$ cat src/qsdp_pkg.sv
`timescale 1ns / 1ps
`default_nettype none
// ----------------------------------------------------------------------------
// Ship and date query parser package
// Shared widths, character codes, the transaction record handed from the
// parser front to the checker back, and the small lookup functions.
// ----------------------------------------------------------------------------
package qsdp_pkg;

    // Width of the decimal accumulators; they wrap modulo 2^NUM_BITS.
    localparam int NUM_BITS = 32;

    // Depth of the queue between the front and the back.
    localparam int QUEUE_DEPTH = 4;
    localparam int QPTR_W      = $clog2(QUEUE_DEPTH);
    localparam int QCNT_W      = $clog2(QUEUE_DEPTH + 1);

    // Character codes.
    localparam logic [7:0] CHAR_AMP  = 8'h26;
    localparam logic [7:0] CHAR_DOT  = 8'h2E;
    localparam logic [7:0] CHAR_ZERO = 8'h30;
    localparam logic [7:0] CHAR_NINE = 8'h39;
    localparam logic [7:0] CHAR_S    = 8'h73;
    localparam logic [7:0] CHAR_D    = 8'h64;

    // Length of the "ship=" and "date=" prefixes.
    localparam logic [2:0] PREFIX_LEN = 3'd5;

    // Year constants.
    localparam logic [NUM_BITS-1:0] YEAR_TWO_DIGIT = NUM_BITS'(100);
    localparam logic [NUM_BITS-1:0] YEAR_BASE      = NUM_BITS'(1900);

    // Closed field as handed from the front to the back.
    typedef struct packed {
        logic                cand;   // ship and date both present at close
        logic                last;   // caused by the final byte
        logic [NUM_BITS-1:0] ship;
        logic [NUM_BITS-1:0] day;
        logic [NUM_BITS-1:0] month;
        logic [NUM_BITS-1:0] year;
    } qsdp_rec_t;

    // Expected character at a prefix position.
    function automatic logic [7:0] prefix_char(input logic is_ship, input logic [2:0] pos);
        logic [7:0] ch;
        begin
            ch = 8'h00;
            case (pos)
                3'd0:    ch = is_ship ? 8'h73 : 8'h64;  // s / d
                3'd1:    ch = is_ship ? 8'h68 : 8'h61;  // h / a
                3'd2:    ch = is_ship ? 8'h69 : 8'h74;  // i / t
                3'd3:    ch = is_ship ? 8'h70 : 8'h65;  // p / e
                3'd4:    ch = 8'h3D;                    // =
                default: ch = 8'h00;
            endcase
            return ch;
        end
    endfunction

    // Number of days in a month 1..12.
    function automatic logic [4:0] month_days(input logic [3:0] month, input logic leap);
        logic [4:0] n;
        begin
            n = 5'd31;
            case (month)
                4'd2:    n = leap ? 5'd29 : 5'd28;
                4'd4:    n = 5'd30;
                4'd6:    n = 5'd30;
                4'd9:    n = 5'd30;
                4'd11:   n = 5'd30;
                default: n = 5'd31;
            endcase
            return n;
        end
    endfunction

endpackage
`default_nettype wire

$ cat src/qsdp_front.sv
`timescale 1ns / 1ps
`default_nettype none
// ----------------------------------------------------------------------------
// Query parser front
// Accepts one byte per cycle while the queue is not full, tracks the field
// mode and prefix position, accumulates the ship number and the date parts,
// and at each field close with both present, or at the final byte, hands a record to the queue.
// ----------------------------------------------------------------------------
module qsdp_front (
    input  wire logic                clk,
    input  wire logic                rst_n,
    input  wire logic                in_valid,
    output logic                     in_stall,
    input  wire logic [7:0]          char_in,
    input  wire logic                is_last,
    input  wire logic                q_full,
    output logic                     push,
    output qsdp_pkg::qsdp_rec_t      push_rec
);
    import qsdp_pkg::*;

    localparam logic [2:0] MODE_IDLE        = 3'd0;
    localparam logic [2:0] MODE_SHIP_PREFIX = 3'd1;
    localparam logic [2:0] MODE_SHIP_DIGITS = 3'd2;
    localparam logic [2:0] MODE_DATE_PREFIX = 3'd3;
    localparam logic [2:0] MODE_DATE_DIGITS = 3'd4;
    localparam logic [2:0] MODE_ERROR       = 3'd5;

    logic [2:0]          mode_reg, mode_next;
    logic [2:0]          pos_reg, pos_next;
    logic                ship_pres_reg, ship_pres_next;
    logic [NUM_BITS-1:0] ship_reg, ship_next;
    logic                date_pres_reg, date_pres_next;
    logic [NUM_BITS-1:0] day_reg, day_next;
    logic [NUM_BITS-1:0] month_reg, month_next;
    logic [NUM_BITS-1:0] year_reg, year_next;

    // Byte after the parser has taken it, before the close.
    logic [2:0]          mode_b;
    logic [2:0]          pos_b;
    logic                ship_pres_b;
    logic [NUM_BITS-1:0] ship_b;
    logic                date_pres_b;
    logic [NUM_BITS-1:0] day_b;
    logic [NUM_BITS-1:0] month_b;
    logic [NUM_BITS-1:0] year_b;

    logic                accept;
    logic                is_digit;
    logic [NUM_BITS-1:0] digit_val;
    logic [2:0]          pos_inc;
    logic                close;
    logic                both;

    // Decimal shift-in: acc * 10 + digit, modulo 2^NUM_BITS.
    function automatic logic [NUM_BITS-1:0] acc_digit(input logic [NUM_BITS-1:0] acc,
                                                      input logic [NUM_BITS-1:0] d);
        return (acc << 3) + (acc << 1) + d;
    endfunction

    assign in_stall  = q_full;
    assign accept    = in_valid && !in_stall;
    assign is_digit  = (char_in >= CHAR_ZERO) && (char_in <= CHAR_NINE);
    assign digit_val = NUM_BITS'(char_in[3:0]);
    assign pos_inc   = pos_reg + 3'd1;

    // Per-byte parsing.
    always_comb
    begin
        mode_b      = mode_reg;
        pos_b       = pos_reg;
        ship_pres_b = ship_pres_reg;
        ship_b      = ship_reg;
        date_pres_b = date_pres_reg;
        day_b       = day_reg;
        month_b     = month_reg;
        year_b      = year_reg;
        if (char_in == CHAR_AMP)
        begin
            mode_b = MODE_IDLE;
        end
        else
        begin
            unique case (mode_reg)
                MODE_IDLE:
                begin
                    if (char_in == CHAR_S)
                    begin
                        mode_b = MODE_SHIP_PREFIX;
                        pos_b  = 3'd1;
                    end
                    else if (char_in == CHAR_D)
                    begin
                        mode_b = MODE_DATE_PREFIX;
                        pos_b  = 3'd1;
                    end
                    else
                    begin
                        mode_b = MODE_ERROR;
                    end
                end
                MODE_SHIP_PREFIX, MODE_DATE_PREFIX:
                begin
                    if ((pos_reg < PREFIX_LEN) &&
                        (char_in == prefix_char(mode_reg == MODE_SHIP_PREFIX, pos_reg)))
                    begin
                        pos_b = pos_inc;
                        if (pos_inc == PREFIX_LEN)
                        begin
                            pos_b = 3'd0;
                            if (mode_reg == MODE_SHIP_PREFIX)
                            begin
                                ship_pres_b = 1'b0;
                                mode_b      = MODE_SHIP_DIGITS;
                            end
                            else
                            begin
                                date_pres_b = 1'b0;
                                mode_b      = MODE_DATE_DIGITS;
                            end
                        end
                    end
                    else
                    begin
                        mode_b = MODE_ERROR;
                    end
                end
                MODE_SHIP_DIGITS:
                begin
                    if (is_digit)
                    begin
                        ship_pres_b = 1'b1;
                        ship_b = acc_digit(ship_pres_reg ? ship_reg : '0, digit_val);
                    end
                    else
                    begin
                        mode_b = MODE_ERROR;
                    end
                end
                MODE_DATE_DIGITS:
                begin
                    if (is_digit)
                    begin
                        date_pres_b = 1'b1;
                        if (!date_pres_reg)
                        begin
                            day_b   = '0;
                            month_b = '0;
                            year_b  = '0;
                        end
                        if (pos_reg == 3'd0)
                            day_b = acc_digit(day_b, digit_val);
                        else if (pos_reg == 3'd1)
                            month_b = acc_digit(month_b, digit_val);
                        else
                            year_b = acc_digit(year_b, digit_val);
                    end
                    else if (char_in == CHAR_DOT)
                    begin
                        pos_b = pos_inc;
                        if (pos_inc >= 3'd3)
                            mode_b = MODE_ERROR;
                    end
                    else
                    begin
                        mode_b = MODE_ERROR;
                    end
                end
                default:
                begin
                    mode_b = mode_reg;
                end
            endcase
        end
    end

    // Field close and end-of-query reset.
    assign close = (char_in == CHAR_AMP) || is_last;
    assign both  = ship_pres_b && date_pres_b;

    always_comb
    begin
        mode_next      = mode_b;
        pos_next       = pos_b;
        ship_pres_next = ship_pres_b;
        ship_next      = ship_b;
        date_pres_next = date_pres_b;
        day_next       = day_b;
        month_next     = month_b;
        year_next      = year_b;
        if (close)
        begin
            mode_next = MODE_IDLE;
            if (both)
                date_pres_next = 1'b0;
        end
        if (is_last)
        begin
            pos_next       = 3'd0;
            ship_pres_next = 1'b0;
            ship_next      = '0;
            date_pres_next = 1'b0;
            day_next       = '0;
            month_next     = '0;
            year_next      = '0;
        end
    end

    // Record handed to the back.
    assign push           = accept && ((close && both) || is_last);
    assign push_rec.cand  = close && both;
    assign push_rec.last  = is_last;
    assign push_rec.ship  = ship_b;
    assign push_rec.day   = day_b;
    assign push_rec.month = month_b;
    assign push_rec.year  = year_b;

    // Parser state registers.
    always_ff @(posedge clk or negedge rst_n)
    begin
        if (!rst_n)
        begin
            mode_reg      <= MODE_IDLE;
            pos_reg       <= 3'd0;
            ship_pres_reg <= 1'b0;
            ship_reg      <= '0;
            date_pres_reg <= 1'b0;
            day_reg       <= '0;
            month_reg     <= '0;
            year_reg      <= '0;
        end
        else if (accept)
        begin
            mode_reg      <= mode_next;
            pos_reg       <= pos_next;
            ship_pres_reg <= ship_pres_next;
            ship_reg      <= ship_next;
            date_pres_reg <= date_pres_next;
            day_reg       <= day_next;
            month_reg     <= month_next;
            year_reg      <= year_next;
        end
    end

endmodule
`default_nettype wire

$ cat src/qsdp_queue.sv
`timescale 1ns / 1ps
`default_nettype none
// ----------------------------------------------------------------------------
// Front-to-back queue
// A small first-in first-out buffer of closed-field records that lets the
// parser front and the checker back stall independently.
// ----------------------------------------------------------------------------
module qsdp_queue (
    input  wire logic                clk,
    input  wire logic                rst_n,
    input  wire logic                push,
    input  wire qsdp_pkg::qsdp_rec_t push_rec,
    output logic                     full,
    input  wire logic                pop,
    output logic                     empty,
    output qsdp_pkg::qsdp_rec_t      head_rec
);
    import qsdp_pkg::*;

    qsdp_rec_t         entry_reg [QUEUE_DEPTH];
    logic [QPTR_W-1:0] wr_ptr_reg;
    logic [QPTR_W-1:0] rd_ptr_reg;
    logic [QCNT_W-1:0] count_reg, count_next;

    assign full     = (count_reg == QCNT_W'(QUEUE_DEPTH));
    assign empty    = (count_reg == '0);
    assign head_rec = entry_reg[rd_ptr_reg];

    // Occupancy update.
    always_comb
    begin
        count_next = count_reg;
        if (push && !pop)
            count_next = count_reg + QCNT_W'(1);
        else if (pop && !push)
            count_next = count_reg - QCNT_W'(1);
    end

    // Pointers and count.
    always_ff @(posedge clk or negedge rst_n)
    begin
        if (!rst_n)
        begin
            wr_ptr_reg <= '0;
            rd_ptr_reg <= '0;
            count_reg  <= '0;
        end
        else
        begin
            if (push)
                wr_ptr_reg <= QPTR_W'((32'(wr_ptr_reg) + 1) % QUEUE_DEPTH);
            if (pop)
                rd_ptr_reg <= QPTR_W'((32'(rd_ptr_reg) + 1) % QUEUE_DEPTH);
            count_reg <= count_next;
        end
    end

    // Entry storage.
    always_ff @(posedge clk)
    begin
        if (push)
            entry_reg[wr_ptr_reg] <= push_rec;
    end

endmodule
`default_nettype wire

$ cat src/qsdp_back.sv
`timescale 1ns / 1ps
`default_nettype none
// ----------------------------------------------------------------------------
// Date checker back
// Three-stage pipeline: year adjustment and range checks, a reciprocal
// multiply for the divide-by-25 test, then the leap-year and month-length
// check into the output register.
// ----------------------------------------------------------------------------
module qsdp_back (
    input  wire logic                clk,
    input  wire logic                rst_n,
    input  wire logic                empty,
    input  wire qsdp_pkg::qsdp_rec_t head_rec,
    output logic                     pop,
    output logic                     out_valid,
    input  wire logic                out_stall,
    output logic                     pair_valid,
    output logic [31:0]              ship_number,
    output logic signed [15:0]       year_out,
    output logic [3:0]               month_out,
    output logic [4:0]               day_out,
    output logic                     end_of_query
);
    import qsdp_pkg::*;

    // Reciprocal of 25 scaled by 2^17; exact for magnitudes below 2^15.
    localparam logic [12:0] RECIP25 = 13'd5243;
    localparam int          RECIP_SHIFT = 17;

    logic a_ready, b_ready, o_ready;

    // Stage A registers.
    logic        a_valid_reg;
    logic        a_ok_reg;
    logic        a_last_reg;
    logic [31:0] a_ship_reg;
    logic [15:0] a_year_reg;
    logic [14:0] a_mag_reg;
    logic [3:0]  a_month_reg;
    logic [4:0]  a_day_reg;

    // Stage B registers.
    logic        b_valid_reg;
    logic        b_ok_reg;
    logic        b_last_reg;
    logic [31:0] b_ship_reg;
    logic [15:0] b_year_reg;
    logic [14:0] b_mag_reg;
    logic [3:0]  b_month_reg;
    logic [4:0]  b_day_reg;
    logic [10:0] b_quot_reg;

    // Output registers.
    logic        o_valid_reg;
    logic        o_pair_reg;
    logic        o_last_reg;
    logic [31:0] o_ship_reg;
    logic [15:0] o_year_reg;
    logic [3:0]  o_month_reg;
    logic [4:0]  o_day_reg;

    // Stage A combinational signals.
    logic [NUM_BITS-1:0] year_adj;
    logic [15:0]         year16;
    logic [15:0]         year_neg;
    logic                year_min;
    logic                range_ok;
    logic [63:0]         ship_wide;

    // Stage B and output combinational signals.
    logic [27:0] quot_prod;
    logic [15:0] rem25;
    logic        div4, div16, div25, leap;
    logic        date_ok;

    // Handshake between the stages.
    assign o_ready = !o_valid_reg || !out_stall;
    assign b_ready = !b_valid_reg || o_ready;
    assign a_ready = !a_valid_reg || b_ready;
    assign pop     = !empty && a_ready;

    // Stage A: 1900 adjustment, sign magnitude and range checks.
    assign year_adj  = (head_rec.year < YEAR_TWO_DIGIT) ? head_rec.year + YEAR_BASE
                                                        : head_rec.year;
    assign year16    = year_adj[15:0];
    assign year_neg  = 16'd0 - year16;
    assign year_min  = (year16 == 16'h8000);
    assign range_ok  = head_rec.cand && !year_min
                       && (head_rec.month >= NUM_BITS'(1)) && (head_rec.month <= NUM_BITS'(12))
                       && (head_rec.day >= NUM_BITS'(1)) && (head_rec.day <= NUM_BITS'(31));
    assign ship_wide = 64'(head_rec.ship);

    always_ff @(posedge clk or negedge rst_n)
    begin
        if (!rst_n)
            a_valid_reg <= 1'b0;
        else if (a_ready)
            a_valid_reg <= !empty;
    end

    always_ff @(posedge clk)
    begin
        if (pop)
        begin
            a_ok_reg    <= range_ok;
            a_last_reg  <= head_rec.last;
            a_ship_reg  <= ship_wide[31:0];
            a_year_reg  <= year16;
            a_mag_reg   <= year16[15] ? year_neg[14:0] : year16[14:0];
            a_month_reg <= head_rec.month[3:0];
            a_day_reg   <= head_rec.day[4:0];
        end
    end

    // Stage B: quotient of the year magnitude by 25.
    assign quot_prod = 28'(a_mag_reg) * 28'(RECIP25);

    always_ff @(posedge clk or negedge rst_n)
    begin
        if (!rst_n)
            b_valid_reg <= 1'b0;
        else if (b_ready)
            b_valid_reg <= a_valid_reg;
    end

    always_ff @(posedge clk)
    begin
        if (b_ready && a_valid_reg)
        begin
            b_ok_reg    <= a_ok_reg;
            b_last_reg  <= a_last_reg;
            b_ship_reg  <= a_ship_reg;
            b_year_reg  <= a_year_reg;
            b_mag_reg   <= a_mag_reg;
            b_month_reg <= a_month_reg;
            b_day_reg   <= a_day_reg;
            b_quot_reg  <= quot_prod[27:RECIP_SHIFT];
        end
    end

    // Output stage: leap year and month length.
    assign rem25   = 16'(b_mag_reg) - 16'(b_quot_reg) * 16'd25;
    assign div25   = (rem25 == 16'd0);
    assign div4    = (b_mag_reg[1:0] == 2'd0);
    assign div16   = (b_mag_reg[3:0] == 4'd0);
    assign leap    = div4 && (!div25 || div16);
    assign date_ok = b_ok_reg && (b_day_reg <= month_days(b_month_reg, leap));

    // A closed field whose date fails the checks yields no transaction
    // unless it also ends the query.
    always_ff @(posedge clk or negedge rst_n)
    begin
        if (!rst_n)
            o_valid_reg <= 1'b0;
        else if (o_ready)
            o_valid_reg <= b_valid_reg && (date_ok || b_last_reg);
    end

    always_ff @(posedge clk)
    begin
        if (o_ready && b_valid_reg)
        begin
            o_pair_reg  <= date_ok;
            o_last_reg  <= b_last_reg;
            o_ship_reg  <= date_ok ? b_ship_reg : 32'd0;
            o_year_reg  <= date_ok ? b_year_reg : 16'd0;
            o_month_reg <= date_ok ? b_month_reg : 4'd0;
            o_day_reg   <= date_ok ? b_day_reg : 5'd0;
        end
    end

    assign out_valid    = o_valid_reg;
    assign pair_valid   = o_pair_reg;
    assign ship_number  = o_ship_reg;
    assign year_out     = o_year_reg;
    assign month_out    = o_month_reg;
    assign day_out      = o_day_reg;
    assign end_of_query = o_last_reg;

endmodule
`default_nettype wire

$ cat src/query_ship_date_parser_top.sv
`timescale 1ns / 1ps
`default_nettype none
// ----------------------------------------------------------------------------
// Ship and date query parser, top level
// Parses '&'-separated "ship=" and "date=" fields of a byte stream and emits
// each ship number with a calendar-checked date.
//
// Input channel: one byte (char_in) with is_last marking the final byte of
// a query; a transaction completes when in_valid is high and in_stall low.
// Output channel: pair_valid, ship_number, year_out, month_out, day_out and
// end_of_query; a transaction completes when out_valid is high and
// out_stall low. A result comes at each field close that has both a ship
// number and a date that passes the calendar check, and always for the
// final byte of a query.
// Throughput: one byte per cycle while in_stall is low; the parser state
// is registered per byte and the checker pipeline takes one record per cycle
// while the output is not stalled. A result is registered in the queue, the
// two check stages and the output register after the byte that causes it.
// Stall: the output register holds its transaction; the check stages and the
// four-entry queue fill behind it, and in_stall rises when the queue is full.
// Reset: the parser returns to idle with no ship number or date held, and
// the queue and pipeline are emptied; the block is ready at once.
// ----------------------------------------------------------------------------
module query_ship_date_parser_top (
    input  wire logic               clk,
    input  wire logic               rst_n,
    input  wire logic               in_valid,
    output logic                    in_stall,
    input  wire logic [7:0]         char_in,
    input  wire logic               is_last,
    output logic                    out_valid,
    input  wire logic               out_stall,
    output logic                    pair_valid,
    output logic [31:0]             ship_number,
    output logic signed [15:0]      year_out,
    output logic [3:0]              month_out,
    output logic [4:0]              day_out,
    output logic                    end_of_query
);
    import qsdp_pkg::*;

    logic      q_full;
    logic      q_empty;
    logic      push;
    logic      pop;
    qsdp_rec_t push_rec;
    qsdp_rec_t head_rec;

    // Byte parser.
    qsdp_front u_front (
        .clk      (clk),
        .rst_n    (rst_n),
        .in_valid (in_valid),
        .in_stall (in_stall),
        .char_in  (char_in),
        .is_last  (is_last),
        .q_full   (q_full),
        .push     (push),
        .push_rec (push_rec)
    );

    // Decoupling queue.
    qsdp_queue u_queue (
        .clk      (clk),
        .rst_n    (rst_n),
        .push     (push),
        .push_rec (push_rec),
        .full     (q_full),
        .pop      (pop),
        .empty    (q_empty),
        .head_rec (head_rec)
    );

    // Date checker and output register.
    qsdp_back u_back (
        .clk          (clk),
        .rst_n        (rst_n),
        .empty        (q_empty),
        .head_rec     (head_rec),
        .pop          (pop),
        .out_valid    (out_valid),
        .out_stall    (out_stall),
        .pair_valid   (pair_valid),
        .ship_number  (ship_number),
        .year_out     (year_out),
        .month_out    (month_out),
        .day_out      (day_out),
        .end_of_query (end_of_query)
    );

endmodule
`default_nettype wire
$ cat config.mk
export PLATFORM = sky130hd
export DESIGN_NAME = query_ship_date_parser_top
export DESIGN_NICKNAME = d
export VERILOG_FILES = /design/src/qsdp_pkg.sv /design/src/qsdp_front.sv /design/src/qsdp_queue.sv /design/src/qsdp_back.sv /design/src/query_ship_date_parser_top.sv
export SDC_FILE = /design/constraint.sdc
export NUM_CORES = 2
export LEC_CHECK = 0
export BUFFER_PORTS_ARGS = -buffer_cell sky130_fd_sc_hd__buf_4
export CAP_MARGIN = 40
export CELL_PAD_IN_SITES_DETAIL_PLACEMENT = 1
export CELL_PAD_IN_SITES_GLOBAL_PLACEMENT = 2
export CORE_MARGIN = 3
export CORE_UTILIZATION = 45
export CTS_CLUSTER_DIAMETER = 120
export DETAILED_ROUTE_END_ITERATION = 10
export GPL_TIMING_DRIVEN = 1
export PLACE_DENSITY_LB_ADDON = 0.1
export RECOVER_POWER = 100
export SLEW_MARGIN = 20
export SYNTH_ARGS = -nofsm -noshare
export SYNTH_HDL_FRONTEND = slang
export SYNTH_SLANG_ARGS = --single-unit
$ cat constraint.sdc
create_clock -name clk -period 14.9 [get_ports clk]
set_input_delay 1.49 -clock clk [delete_from_list [all_inputs] [get_ports clk]]
set_output_delay 1.49 -clock clk [all_outputs]
set_load 0.05 [all_outputs]
======== Yosys cells after proc, flatten, opt, wreduce, memory -nomap -nowiden ========
Memories as Yosys holds them, arrays and structs flattened.
Cells that the tools add are included.
Widths: inputs -> output; s select.
word-level totals
  flip-flop bits (word level) ............. 364
  RAM bits ................................ 520
  word-level logic and storage cells ...... 229
  output and inout port bits .............. 61
  input bits .............................. 13
  memories kept ........................... 1
operators by class
  mux-type cells .......................... 86
  multiply operators ...................... 2
  reduce and logical (&&, ||, !) cells .... 49
  $add $sub $neg .......................... 16
  equality and inequality tests ........... 30
  $lt $le $gt $ge ......................... 10
memories
  name               words  width  rd ports  clocked after memory_dff  write ports  RTL line          RTL
  u_queue.entry_reg  4      130    1         0                         1            qsdp_queue.sv:20  qsdp_rec_t entry_reg [QUEUE_DEPTH];
operators with widths
  kind                    number
  $mux 32                 33
  $add 32x32->32          4
  $add 32x4->32           4
  $ge 32x1->1 const B     2
  $mux 3                  21
  $pmux 8 s5              1
  $le 32x4->1 const B     1
  $le 32x5->1 const B     1
  $lt 32x7->1 const B     1
  $mux 31                 1
  $mul 15x13->28 const B  1
  $logic_and 1x1->1       19
  $mux 1                  17
  $add 16x11->16 const B  1
  $eq 16x16->1 const B    1
  $eq 8x6->1 const B      2
  $eq 8x7->1 const B      2
  $logic_not 16->1        1
  $mul 11x5->16 const B   1
  $mux 16                 1
  $mux 8                  2
  $sub 15x16->16          1
  $mux 15                 1
  $mux 5                  3
  other kinds (39)        71

======== Longest topological paths before layout ========
  depth in word-level cells ............... 18
  gate-level depth with buffers ........... 22
  mapped depth without buffers ............ 21

======== By module ========
Synthesis repeated with hierarchy kept, for this count alone.
unflattened totals
  cells, all modules ...................... 3664
  area, all modules ....................... 47923.5 um^2
modules (own cells, without submodules)
  module      times used  cells an instance  sequential area each (um^2)  area an instance (um^2)
  qsdp_queue  1           714                15790.1                      19143.4
  qsdp_front  1           1988               3403.3                       15881.5
  qsdp_back   1           962                6561.3                       12898.6

======== Least setup slack after synthesis ========
OpenSTA, ideal clock, no wires.
  path kind ............................... input to register
  start ................................... input out_stall
  end ..................................... register u_queue.count_reg[1]
  data required time ...................... 14.775 ns
  setup time .............................. 0.125 ns
  path buffers ............................ 0
  cell stages on the path ................. 6
  setup slack ............................. 7.982 ns
  data arrival time ....................... 6.793 ns
  cell sequence ........................... a41oi_1 > inv_1 > ha_1 > inv_1 > fa_1 > mux2_2
on the way
  cells in the longest elaborated chain, start to end .. 8
  elaborated cells between the ends (all ways) .. 10
  those cells by class .................... mux: 1; reduce/logical: 9
ends and longest elaborated chain
  item                       RTL line                          RTL
  from (decl)                query_ship_date_parser_top.sv:32  input wire logic out_stall,
  $logic_not 1->1            qsdp_back.sv:77                   assign o_ready = !o_valid_reg || !out_stall;
  $logic_or 1x1->1           qsdp_back.sv:77
  $logic_or 1x1->1           qsdp_back.sv:78                   assign b_ready = !b_valid_reg || o_ready;
  $logic_or 1x1->1           qsdp_back.sv:79                   assign a_ready = !a_valid_reg || b_ready;
  $logic_and 1x1->1          qsdp_back.sv:80                   assign pop = !empty && a_ready;
  $logic_not 1->1            qsdp_queue.sv:33                  if (push && !pop)
  $logic_and 1x1->1          qsdp_queue.sv:33
  $mux 3                     qsdp_queue.sv:33
  net u_queue.count_next[1]  qsdp_queue.sv:23                  logic [QCNT_W-1:0] count_reg, count_next;
  to (signal assigned)       qsdp_queue.sv:54                  count_reg <= count_next;
  to (decl)                  qsdp_queue.sv:23
The timed path passes the listed nets, and every way through them passes these cells.
A chain may end at the register's enable or synchronous reset.

======== Worst setup path in the final report ========
  start ................................... input char_in[3]
  end ..................................... memory u_queue.entry_reg[0][52] (netlist bit), enable pin
on the way
  cells in the longest elaborated chain, start to end .. 11
  elaborated cells between the ends (all ways) .. 21
  those cells by class .................... order compare: 2; eq/ne: 2; mux: 10; reduce/logical: 7
ends and longest elaborated chain
  item                                      RTL line                                                 RTL
  from (decl)                               query_ship_date_parser_top.sv:29                         input wire logic [7:0] char_in,
  $ge 8x6->1, or another cell as far along  qsdp_front.sv:63                                         assign is_digit = (char_in >= CHAR_ZERO) && (char_in <= CHAR_NINE);
  $logic_and 1x1->1 (on tied branches)      qsdp_front.sv:63, qsdp_front.sv:104
  $mux 1 (on tied branches)                 qsdp_front.sv:130, qsdp_front.sv:104, qsdp_front.sv:142
  $pmux 1 s2                                qsdp_front.sv:84                                         unique case (mode_reg)
  $mux 1                                    qsdp_front.sv:78                                         if (char_in == CHAR_AMP)
  $logic_and 1x1->1                         qsdp_front.sv:179                                        assign both = ship_pres_b && date_pres_b;
  $logic_and 1x1->1 (*)                     qsdp_front.sv:210                                        assign push = accept && ((close && both) || is_last);
  $logic_or 1x1->1 (*)                      qsdp_front.sv:210
  $logic_and 1x1->1 (*)                     qsdp_front.sv:210
  net push                                  query_ship_date_parser_top.sv:44                         logic push;
  $mux 1 (*)                                qsdp_queue.sv:61                                         if (push)
  $mux 1 (not written as such) (*)          qsdp_queue.sv:62                                         entry_reg[wr_ptr_reg] <= push_rec;
  to (decl)                                 qsdp_queue.sv:20
Mark *: on every way through the listed nets, which the timed path passes. The rest lies on a longest branch.

==> impl_results.md <==
- IO Pins: 74
- Post-Synth Adder-Cell Area: 14.83%
- Top cells by area, synth: edfxtp_1, ha_1, dfrtp_1
- Final core occ: 50.67%
- Die height: 325.5 um
- Vias per inst: 5.667
- Routed vias: 28.78k
- CTS clk-pin slew, worst paths: 0.06 ns
- Sink Count: 882
- Async SR Flop Fraction: 16.55%
- Post-route cell area: 51030 um2
- Global-route wire length before repair: 179800 um
- Most frequent cells in the layout: edfxtp_1, ha_1, nand2_1
- Core Region: 100700 um2
- Mux contribution to synthesized area: 3.344%
- Gpl congestion: 0.8267
- Post-route DRC: 0
- Main combinational cell family by area after synthesis: adder cells
- Setup TNS: 0 ns
- Clock skew: 0.03574 ns
- Slew @ Worst Pin: 2.863 ns
- Synth Area in Simple Gates: 9.676%
- Largest net degree at the start of global routing: 64
- Starting Density: 45.61%
- Avg Inst Size Synth: 13.05 um2
- Mapped Cells: 3520
- Setup-failing EPs final: 0
- Antenna-violating nets left: 0
- Critical path type: in2reg
- CTS Buffer Depth: 3
- DP HPWL: 81720 um
- Hold Crit Class: reg2reg
- Area post-placement: 48400 um2
- Most common cell after layout, fill and taps aside: edfxtp_1
- Port Buffers: 73
- Synth unique cells: 76
- Post-layout nets: 4139
- Htree depth: 3
- GRT overflow: 0
- Post-CTS Setup Repair Bufs: 0
- Rows: 116
- DIE AREA: 106000 um2
- Final min period: 9.613 ns
- Seq/Total Area, Yosys: 56.06%
- Status: finished, violations left
- Number of flops mapped to enable cells by yosys: 736
- Final Cycle Share: 64.52%
- Required @ worst endpoint: 15.12 ns
- CTS root buffer: clkbuf_16
- Crit path max fanout: 35
- Hold Buf Count CTS: 0
- Post-synth top flop: edfxtp_1
- TritonCTS clock tree: yes
- Area fraction in compound gates after synthesis: 10.58%
- Failing checks: max-capacitance violations, max-slew violations
- Final hold vios: 0
- RSZ-0062 raised after global routing: false
- Register bit total from synthesis: 882
- Placement Setup Slack: 9.037 ns
- Worst rel slew slack: -90.87%
- Crit path DAT: 9.83 ns
- Final setup margin: 5.287 ns
- Synth top area share: 48.11%
- Yosys Warn Count: 0
- Die Width: 325.5 um
- Share of post-route cells with drive strength above 1: 7.020%
- Cell taking the most area after synthesis: edfxtp_1
- Net count after synthesis: 4020
- Initial antenna violation count: 1
- Post-CTS sizing: 0
- Max Cap Viol: 27
- Final slew viol count: 965
- Total Wirelength: 114700 um
- Max reg flops: 520
- WL per Instance: 22.58 um
- Crit path capture type: register
- Synthesized area: 45940 um2
- Area Growth Syn to Fin: 11.08%
- Worst skew pair latency: 0.67 ns
- Critical path startpoint category: primary input
- Fmax: 104.0 MHz
- XOR/XNOR share of the synthesized area: 2.745%
- Initial DRC count: 2039
- Num CTS Buffers: 91
- GRT Overall Usage: 21.66%
- Number of global-route vias before repair: 30.92k
- Drt pass-1 iters: 5
[critical path, stage by stage]
cell	delay [ns]
clkbuf_1	0.49
o21ai_0	0.24
nand3_1	0.24
nor4_1	0.27
clkbuf_1	0.97
o22ai_1	0.22
inv_1	0.10
a21oi_1	0.08
nor2_1	0.64
and2_0	1.74
clkbuf_1	1.62
clkbuf_1	1.67
[layout make-up]
class                      instances  area [um2]
multi-input combinational       2304       18930
fill                           10286       49690
inverter                         230       863.3
clock buffer                     119        2452
tap                             1357        1698
sequential                       882       25760
clock inverter                    53       645.6
timing repair buffer             130       678.2
antenna                            3       7.507
[synth_stat cells, types with 9 or more instances]
library cell and instances:
a211oi_1 11, a21boi_0 10, a21o_1 59, a21oi_1 134
a22o_1 127, a31oi_1 18, and2_1 191, and3_1 12
clkbuf_1 91, dfrtp_1 146, edfxtp_1 736, fa_1 96
ha_1 391, inv_1 230, mux2i_1 14, mux4_2 60
nand2_1 258, nand2b_1 22, nand3_1 43, nand4_1 23
nor2_1 149, nor2b_1 19, nor3_1 30, nor4_1 67
o21a_1 29, o21ai_0 193, o21bai_1 13, o22ai_1 11
o31a_1 9, o31ai_1 19, or2_2 12, or3_1 17
xnor2_1 89, xor2_1 55
[layer usage]
layer  global-route usage (%)  wire, um  vias to the layer above
met2                    36.77     55640                      530
met4                    6.049      2821                        0
met5                        0         0                        -
met1                    29.59     52050                    14755
met3                    2.389      4168                      143
li1                         -         -                    13349
[cells by family (layout without fill, tap and decap cells)]
| family | after synthesis | count (layout) |
|---|---|---|
| flops | 882 | 882 |
| simple gates | 875 | 875 |
| compound gates | 720 | 720 |
| fa+ha+maj | 487 | 487 |
| buf+inv | 334 | 532 |
| xor+xnor | 144 | 144 |
| mux | 78 | 78 |
| other cells | 0 | 3 |
[through the flow]
step / cells / hold WS, ns
final: 5078 / 0.4096
after CTS: 5069 / 0.4113
after detailed placement: 4897 / 0.4063
after global placement: 4878 / 0.4024
after floorplan: 3520 / 0.4003
after global routing: 5075 / 0.4212
[path summary, 6_finish.rpt]
| check | startpoint | end | slack [ns] | cells after the start |
|---|---|---|---|---|
| min in group asynchronous | rst_n | u_front.ship_reg[11] | 1.55 | 1 |
| max in group asynchronous | rst_n | u_front.year_reg[0] | 8.11 | 4 |
| min | u_back.a_ship_reg[7] | u_back.b_ship_reg[7] | 0.41 | 0 |
| max | char_in[3] | u_queue.entry_reg[0][52] | 5.29 | 12 |
| min reg2reg | u_back.a_ship_reg[7] | u_back.b_ship_reg[7] | 0.41 | 0 |
| max reg2reg | u_queue.rd_ptr_reg[0] | u_back.a_mag_reg[12] | 5.80 | 14 |
Power is left out: the tool's default activity adds up to more than one toggle a clock period on the data nets, which glitch-free logic cannot reach.
